===== src/rtl/ipv4p_pkg.sv =====
`timescale 1ns / 1ps
`default_nettype none
// ipv4p_pkg: shared types and constants for the ipv4 address and netmask parser
// used by ipv4p_text and ipv4_address_and_netmask_parser_top; no dependencies

package ipv4p_pkg;

   // action codes of an input item
   typedef enum logic [1:0] {
      ACT_ADDR_CHAR = 2'd0,
      ACT_MASK_CHAR = 2'd1,
      ACT_ADDR_WORD = 2'd2,
      ACT_MASK_WORD = 2'd3
   } action_type;

   localparam logic [7:0]  CHAR_ZERO      = 8'h30;
   localparam logic [7:0]  CHAR_NINE      = 8'h39;
   localparam logic [7:0]  CHAR_DOT       = 8'h2E;
   localparam logic [8:0]  FIELD_MAX      = 9'd255;
   localparam logic [8:0]  FIELD_SAT      = 9'd256;
   localparam logic [1:0]  LAST_DOT       = 2'd3;
   localparam logic [31:0] LOCALHOST_ADDR = 32'h7F00_0001;

   typedef struct packed {
      action_type  action;
      logic [7:0]  character;
      logic        last;
      logic [31:0] word;
   } req_type;

   typedef struct packed {
      logic        ok;
      logic        address_valid;
      logic [31:0] address_value;
      logic        mask_known;
      logic [5:0]  prefix_length;
      logic [31:0] mask_value;
      logic [31:0] broadcast;
      logic        is_localhost;
   } rsp_type;

   // outcome of a text once its final character has been taken
   typedef struct packed {
      logic        ok;
      logic [31:0] value;
   } parse_type;

endpackage

`default_nettype wire


===== src/rtl/ipv4p_text.sv =====
`timescale 1ns / 1ps
`default_nettype none
// ipv4p_text: dotted-quad text parser, one character per step
// depends on ipv4p_pkg

module ipv4p_text
   import ipv4p_pkg::*;
(
   input  wire logic       clock,
   input  wire logic       reset,
   input  wire logic       step,
   input  wire logic [7:0] character,
   input  wire logic       last,
   output parse_type       result
);

   logic        in_field_ff, in_field_in;
   logic [1:0]  dot_count_ff, dot_count_in;
   logic [8:0]  acc_ff, acc_in;
   logic [23:0] octets_ff, octets_in;
   logic        failed_ff, failed_in;

   logic        digit;
   logic [3:0]  digit_value;
   logic [11:0] acc_times_ten;
   logic        text_ok;

   assign digit         = (character >= CHAR_ZERO) && (character <= CHAR_NINE);
   assign digit_value   = character[3:0];
   assign acc_times_ten = {3'b000, acc_ff} * 12'd10 + {8'h00, digit_value};

   // parser state after this character
   always_comb begin
      in_field_in  = in_field_ff;
      dot_count_in = dot_count_ff;
      acc_in       = acc_ff;
      octets_in    = octets_ff;
      failed_in    = failed_ff;
      if (!failed_ff) begin
         if (!in_field_ff) begin
            if (digit) begin
               in_field_in = 1'b1;
               acc_in      = {5'b00000, digit_value};
            end else begin
               failed_in = 1'b1;
            end
         end else if (character == CHAR_DOT) begin
            if (acc_ff > FIELD_MAX || dot_count_ff == LAST_DOT) begin
               failed_in = 1'b1;
            end else begin
               octets_in    = {octets_ff[15:0], acc_ff[7:0]};
               dot_count_in = dot_count_ff + 2'd1;
               in_field_in  = 1'b0;
               acc_in       = '0;
            end
         end else if (digit) begin
            // saturate so an oversized field stays above the limit
            acc_in = (acc_times_ten > {3'b000, FIELD_SAT}) ? FIELD_SAT : acc_times_ten[8:0];
         end else begin
            failed_in = 1'b1;
         end
      end
   end

   // verdict on the text if this is its final character
   assign text_ok = !failed_in && in_field_in && (dot_count_in == LAST_DOT) &&
                    (acc_in <= FIELD_MAX);
   // ok flag on top, then the four octets
   assign result  = {text_ok, octets_in, acc_in[7:0]};

   // parser registers, cleared at the end of every text
   always_ff @(posedge clock) begin
      if (reset || (step && last)) begin
         in_field_ff  <= 1'b0;
         dot_count_ff <= '0;
         acc_ff       <= '0;
         octets_ff    <= '0;
         failed_ff    <= 1'b0;
      end else if (step) begin
         in_field_ff  <= in_field_in;
         dot_count_ff <= dot_count_in;
         acc_ff       <= acc_in;
         octets_ff    <= octets_in;
         failed_ff    <= failed_in;
      end
   end

endmodule

`default_nettype wire


===== src/rtl/ipv4_address_and_netmask_parser_top.sv =====
`timescale 1ns / 1ps
`default_nettype none
// ipv4_address_and_netmask_parser_top: address and netmask store with text parser
// depends on ipv4p_pkg and ipv4p_text
//
//   channel  direction  handshake              payload
//   req      in         req_valid / req_ready  req_data (req_type)
//   rsp      out        rsp_valid / rsp_ready  rsp_data (rsp_type)
//
// one item per cycle sustained while results are taken; an item waits in the input register
// until the output register has room, and its result is then written into the output register
// characters without the last flag give no result and only advance the parser
// synchronous reset clears the stored address, netmask, parser and both registers
// a held result stalls the input register, which still takes a new item as it drains

module ipv4_address_and_netmask_parser_top
   import ipv4p_pkg::*;
(
   input  wire logic clock,
   input  wire logic reset,
   input  wire logic req_valid,
   output logic      req_ready,
   input  req_type   req_data,
   output logic      rsp_valid,
   input  wire logic rsp_ready,
   output rsp_type   rsp_data
);

   req_type     item_ff;
   logic        item_valid_ff;
   logic        fire;

   logic [31:0] addr_ff, addr_in;
   logic        addr_ok_ff, addr_ok_in;
   logic [31:0] mask_ff, mask_in;
   logic [5:0]  prefix_ff, prefix_in;
   logic        mask_set_ff, mask_set_in;

   logic        rsp_valid_ff;
   rsp_type     rsp_ff, rsp_in;

   logic        text_step;
   logic        produce;
   logic        item_ok;
   logic        set_mask;
   logic [31:0] mask_source;
   logic [31:0] mask_run;
   parse_type   parse;

   // stage advances whenever the output register has room
   assign fire      = item_valid_ff && (!rsp_valid_ff || rsp_ready);
   assign req_ready = !item_valid_ff || fire;

   // input register
   always_ff @(posedge clock) begin
      if (reset) begin
         item_valid_ff <= 1'b0;
      end else if (req_ready) begin
         item_valid_ff <= req_valid;
      end
   end

   always_ff @(posedge clock) begin
      if (req_valid && req_ready) begin
         item_ff <= req_data;
      end
   end

   assign text_step = fire && (item_ff.action == ACT_ADDR_CHAR ||
                               item_ff.action == ACT_MASK_CHAR);

   ipv4p_text u_text (
      .clock     (clock),
      .reset     (reset),
      .step      (text_step),
      .character (item_ff.character),
      .last      (item_ff.last),
      .result    (parse)
   );

   // decode the item and work out the stored state it leaves
   always_comb begin
      addr_in     = addr_ff;
      addr_ok_in  = addr_ok_ff;
      set_mask    = 1'b0;
      mask_source = item_ff.word;
      produce     = 1'b1;
      item_ok     = 1'b1;
      unique case (item_ff.action)
         ACT_ADDR_WORD: begin
            addr_in    = item_ff.word;
            addr_ok_in = 1'b1;
         end
         ACT_MASK_WORD: begin
            set_mask = 1'b1;
         end
         ACT_ADDR_CHAR: begin
            produce = item_ff.last;
            item_ok = parse.ok;
            if (parse.ok) begin
               addr_in = parse.value;
            end
            addr_ok_in = parse.ok;
         end
         ACT_MASK_CHAR: begin
            produce     = item_ff.last;
            item_ok     = parse.ok;
            set_mask    = parse.ok;
            mask_source = parse.value;
         end
         default: begin
            produce = 1'b0;
         end
      endcase
   end

   // leading run of ones, as a mask and as its length
   always_comb begin
      mask_run = '0;
      mask_run[31] = mask_source[31];
      for (int i = 30; i >= 0; i--) begin
         mask_run[i] = mask_run[i + 1] & mask_source[i];
      end
   end

   assign mask_in     = set_mask ? mask_run : mask_ff;
   assign prefix_in   = set_mask ? 6'($countones(mask_run)) : prefix_ff;
   assign mask_set_in = mask_set_ff | set_mask;

   // result fields from the state after the item
   always_comb begin
      rsp_in.ok            = item_ok;
      rsp_in.address_valid = addr_ok_in;
      rsp_in.address_value = addr_in;
      rsp_in.mask_known    = mask_set_in;
      rsp_in.prefix_length = prefix_in;
      rsp_in.mask_value    = mask_in;
      rsp_in.broadcast     = (addr_ok_in && mask_set_in) ? ((addr_in & mask_in) | ~mask_in)
                                                         : '0;
      rsp_in.is_localhost  = addr_ok_in && (addr_in == LOCALHOST_ADDR);
   end

   // stored address and netmask
   always_ff @(posedge clock) begin
      if (reset) begin
         addr_ff     <= '0;
         addr_ok_ff  <= 1'b0;
         mask_ff     <= '0;
         prefix_ff   <= '0;
         mask_set_ff <= 1'b0;
      end else if (fire && produce) begin
         addr_ff     <= addr_in;
         addr_ok_ff  <= addr_ok_in;
         mask_ff     <= mask_in;
         prefix_ff   <= prefix_in;
         mask_set_ff <= mask_set_in;
      end
   end

   // output register
   always_ff @(posedge clock) begin
      if (reset) begin
         rsp_valid_ff <= 1'b0;
      end else if (fire && produce) begin
         rsp_valid_ff <= 1'b1;
      end else if (rsp_ready) begin
         rsp_valid_ff <= 1'b0;
      end
   end

   always_ff @(posedge clock) begin
      if (fire && produce) begin
         rsp_ff <= rsp_in;
      end
   end

   assign rsp_valid = rsp_valid_ff;
   assign rsp_data  = rsp_ff;

   // checks on the result contents
   a_localhost_valid: assert property (@(posedge clock) disable iff (reset)
      rsp_valid_ff && rsp_ff.is_localhost |-> rsp_ff.address_valid)
      else $error("localhost flag without a valid address");

   a_prefix_matches_mask: assert property (@(posedge clock) disable iff (reset)
      rsp_valid_ff |-> ($countones(rsp_ff.mask_value) == int'(rsp_ff.prefix_length)))
      else $error("prefix length disagrees with mask");

   a_broadcast_gated: assert property (@(posedge clock) disable iff (reset)
      rsp_valid_ff && !(rsp_ff.address_valid && rsp_ff.mask_known)
         |-> rsp_ff.broadcast == '0)
      else $error("broadcast without address and mask");

   a_no_mask_before_set: assert property (@(posedge clock) disable iff (reset)
      !mask_set_ff |-> (mask_ff == '0 && prefix_ff == '0))
      else $error("mask state changed without a mask write");

endmodule

`default_nettype wire


===== config.mk =====
export PLATFORM = sky130hd
export DESIGN_NAME = ipv4_address_and_netmask_parser_top
export DESIGN_NICKNAME = d
export VERILOG_FILES = /design/src/rtl/ipv4p_pkg.sv /design/src/rtl/ipv4p_text.sv /design/src/rtl/ipv4_address_and_netmask_parser_top.sv
export SDC_FILE = /design/constraint.sdc
export NUM_CORES = 1
export LEC_CHECK = 0
export BUFFER_PORTS_ARGS = -buffer_cell sky130_fd_sc_hd__buf_2
export CAP_MARGIN = 25
export CORE_AREA = 10 10 178 180
export DETAILED_ROUTE_END_ITERATION = 12
export DIE_AREA = 0 0 188 190
export GPL_ROUTABILITY_DRIVEN = 0
export PLACE_DENSITY = 0.65
export SLEW_MARGIN = 0
export SYNTH_ARGS = -nofsm -noshare
export SYNTH_HDL_FRONTEND = slang
export SYNTH_SLANG_ARGS = --single-unit

===== constraint.sdc =====
create_clock -name clock -period 11.3 [get_ports clock]
set_input_delay 2.26 -clock clock [delete_from_list [all_inputs] [get_ports clock]]
set_output_delay 2.26 -clock clock [all_outputs]
set_load 0.05 [all_outputs]

==> flow_summary.ini <==
[status]
status = finished, final reports clean

[die]
coreArea_sq_um = 28200
rows = 62
die_h_um = 190
die_x_um = 188
initial_utilization_pct = 44.3
ios = 155
die_area_sq_um = 35700

[finish]
postLayoutCellArea_sq_um = 14700
area_growth_pct = 17.1
final_cell_mix = 155 x nand2_1, 155 x buf_2, 149 x edfxtp_1
drive_gt1_share_pct = 18.4
nets = 1492
antenna_cells = 0

[sta]
tightest_slew_ns = 1.25
fmax_ghz = 0.104
period_share_pct = 85.0
drv_slew = 0
slew_headroom_pct = 16.3
skew_ns = 0.0111
layout_setup_ws_ns = 1.70
finalSetupViolCount = 0
rsz0062_at_grt = no
finalHoldViolCount = 0
min_period_ns = 9.60
holdWs_ns = 0.444
tns_ns = 0

[setup_path]
cp-end-kind = flop
reg2regPathDepth = 31
crit_top_cell = fa_1
worstPathArrival_ns = 9.90
path_class = flop to flop
worst-path-buf-inv = 7
r2r_end = rsp_data[69]
crit_path_end = rsp_data[69]
critPathMaxStageDelay_ns = 0.85
cp_max_fo = 12
worstSetupStartpoint = u_text.acc_ff[3]
path_delay_family = adder cells
crit_cells = 31
required_ns = 11.60
cp-start-kind = flop
worst_path_max_delay_cell = o31ai_2
r2r_start = u_text.acc_ff[3]
reg2reg_slack_ns = 1.70

[global_routing]
grt_max_degree = 76
antenna_found_initial = 0
overflow = 0
grt_usage_pct = 19.8
grt_pass1_vias = 9598
grt_pass1_wl_mm = 56.7

[synth]
synth_ff_type = edfxtp_1
netlist_area_sq_um = 12500
yosys.area.top_type_share_pct = 35.7
synth_nets = 1354
synthArstFlopShare_pct = 0
yosysTopAreaCell = edfxtp_1
yosysUniqueCellTypes = 74
synth-edff-count = 149
synth_area_leaders = edfxtp_1 36%, dfxtp_1 18%, a21oi_1 5.0%
yosys_register_bits = 260
ys_warn_count = 0
syn_area_per_cell_sq_um = 9.97
synthCells = 1256
seq_area_frac_synth_pct = 53.5

[drt]
antenna_left = 0
drt_first_pass_iters = 6
num_vias = 10059
drt-initial-drc-count = 1056
avgViaCountPerCell = 5.59
wl_mm = 36.1
drcViolationCount = 0
wl_per_cell_um = 20.0

[clocking]
worstSkewPairLatency_ns = 0.55
cts_resized = 0
clock_path_buffers = 3
cts_sinks = 260
cts_tree = done
h-tree-depth = 1
hold_buffers = 0
clk_pin_slew_worst_paths_ns = 0.06
numCtsBuffers = 28
cts-root-buf = clkbuf_16
post_cts_buffers = 0

[place]
numPortBuffers = 154
pre_cts_slack_ns = 1.85
postPlaceCellArea_sq_um = 13700
dpl.hpwl_mm = 25.9

[hold_path]
min_path_type = flop to flop

[power]
p_per_area_nw_per_um2 = 153
total_power_uw = 2240
power.leakage_uw = 0.00579
ir_drop_uv = 157

[flow_run]
max-cap-violations = 0
==> how the worst min path moves through the flow <==
stage	from	endpoint	slack (ns)	depth (start not counted)
after floorplan	mask_ff[19]	mask_ff[19]	0.43	2
after global placement	mask_ff[19]	mask_ff[19]	0.43	2
after detailed placement	mask_ff[9]	mask_ff[9]	0.44	2
after CTS	mask_ff[9]	mask_ff[9]	0.45	2
after global routing	mask_ff[14]	mask_ff[14]	0.47	2
final	mask_ff[9]	mask_ff[9]	0.44	2
==> worst reg2reg max path: cells and delay by family, from the launching register on <==
kind / cells / cell delay (ns)
AO/OA/AOI/OAI: 6 / 1.75
XOR/XNOR: 1 / 0.14
adder cells (fa/ha/maj): 11 / 4.52
buffers and inverters: 7 / 0.61
flip-flops: 1 / 0.47
multiplexers: 1 / 0.26
AND/OR/NAND/NOR: 5 / 1.61
==> flip-flops by register name, summed over array words and instances, names as in the netlist <==
| register | cells |
|---|---|
| item_valid_ff | 1 |
| addr_ok_ff | 1 |
| u_text.dot_count_ff | 2 |
| u_text.acc_ff | 9 |
| mask_ff | 32 |
| u_text.in_field_ff | 1 |
| rsp_valid | 1 |
| addr_ff | 32 |
| rsp_data | 106 |
| prefix_ff | 6 |
| mask_set_ff | 1 |
| u_text.octets_ff | 24 |
| item_ff | 43 |
| u_text.failed_ff | 1 |
==> report_power, final <==
part | total, uW | internal [uW] | switching, uW
logic | 226 | 58.2 | 168
clock network | 943 | 546 | 397
registers | 1070 | 1040 | 24.7
==> stage by stage <==
stage	utilization (%)	std cells
floorplan	-	1256
global placement	48.3	1745
detailed placement	48.6	1748
CTS	51.9	1800
global route	51.9	1800
finish	51.9	1800
==> cell families after synthesis <==
| family | share of synthesized area (%) |
|---|---|
| multiplexers | 2.68 |
| XOR/XNOR | 0.909 |
| buffers and inverters | 4.88 |
| AO/OA/AOI/OAI | 16.2 |
| adder cells (fa/ha/maj) | 6.66 |
| AND/OR/NAND/NOR | 15.2 |
| flip-flops | 53.5 |
==> routing by layer <==
layer | GRT usage (%) | wire length [um] | share of wire [%]
met5 | 0 | 0 | 0
met4 | 5.14 | 932 | 2.6
met3 | 4.41 | 3120 | 8.7
met2 | 30.9 | 16000 | 44
met1 | 27.3 | 16000 | 44
==> final cells by class <==
class                      count  area, sq um
inverter                      94          358
sequential                   260         6700
tap                          384          480
timing repair buffer         173          951
fill                        2601        13600
clock inverter                21          204
clock buffer                  31          743
multi-input combinational    837         5230
==> cells in the mapped netlist (all sizes together) (2+ instances only) <==
master and n:
xor2 6, inv 93, o22ai 10, nand3 17, o211ai 6, a2111oi 3, a21oi 126, nor3b 5
a211oi 56, mux2i 20, and2 7, mux2 12, or2 8, dfxtp 111, a21o 10, or4 3
and3 9, nand3b 2, nand2b 8, ha 25, o21ai 58, nand4 9, o21a 5, a22o 3
nand2 156, clkbuf 53, a221oi 5, nor2 141, a31oi 11, a41oi 2, nor2b 4, nor4 8
a22oi 6, xnor2 7, a2bb2oi 3, or3 6, buf 12, edfxtp 149, o31ai 12, and4bb 2
nor3 22, nand4b 3, fa 26
(Power assumes the default switching activity.)
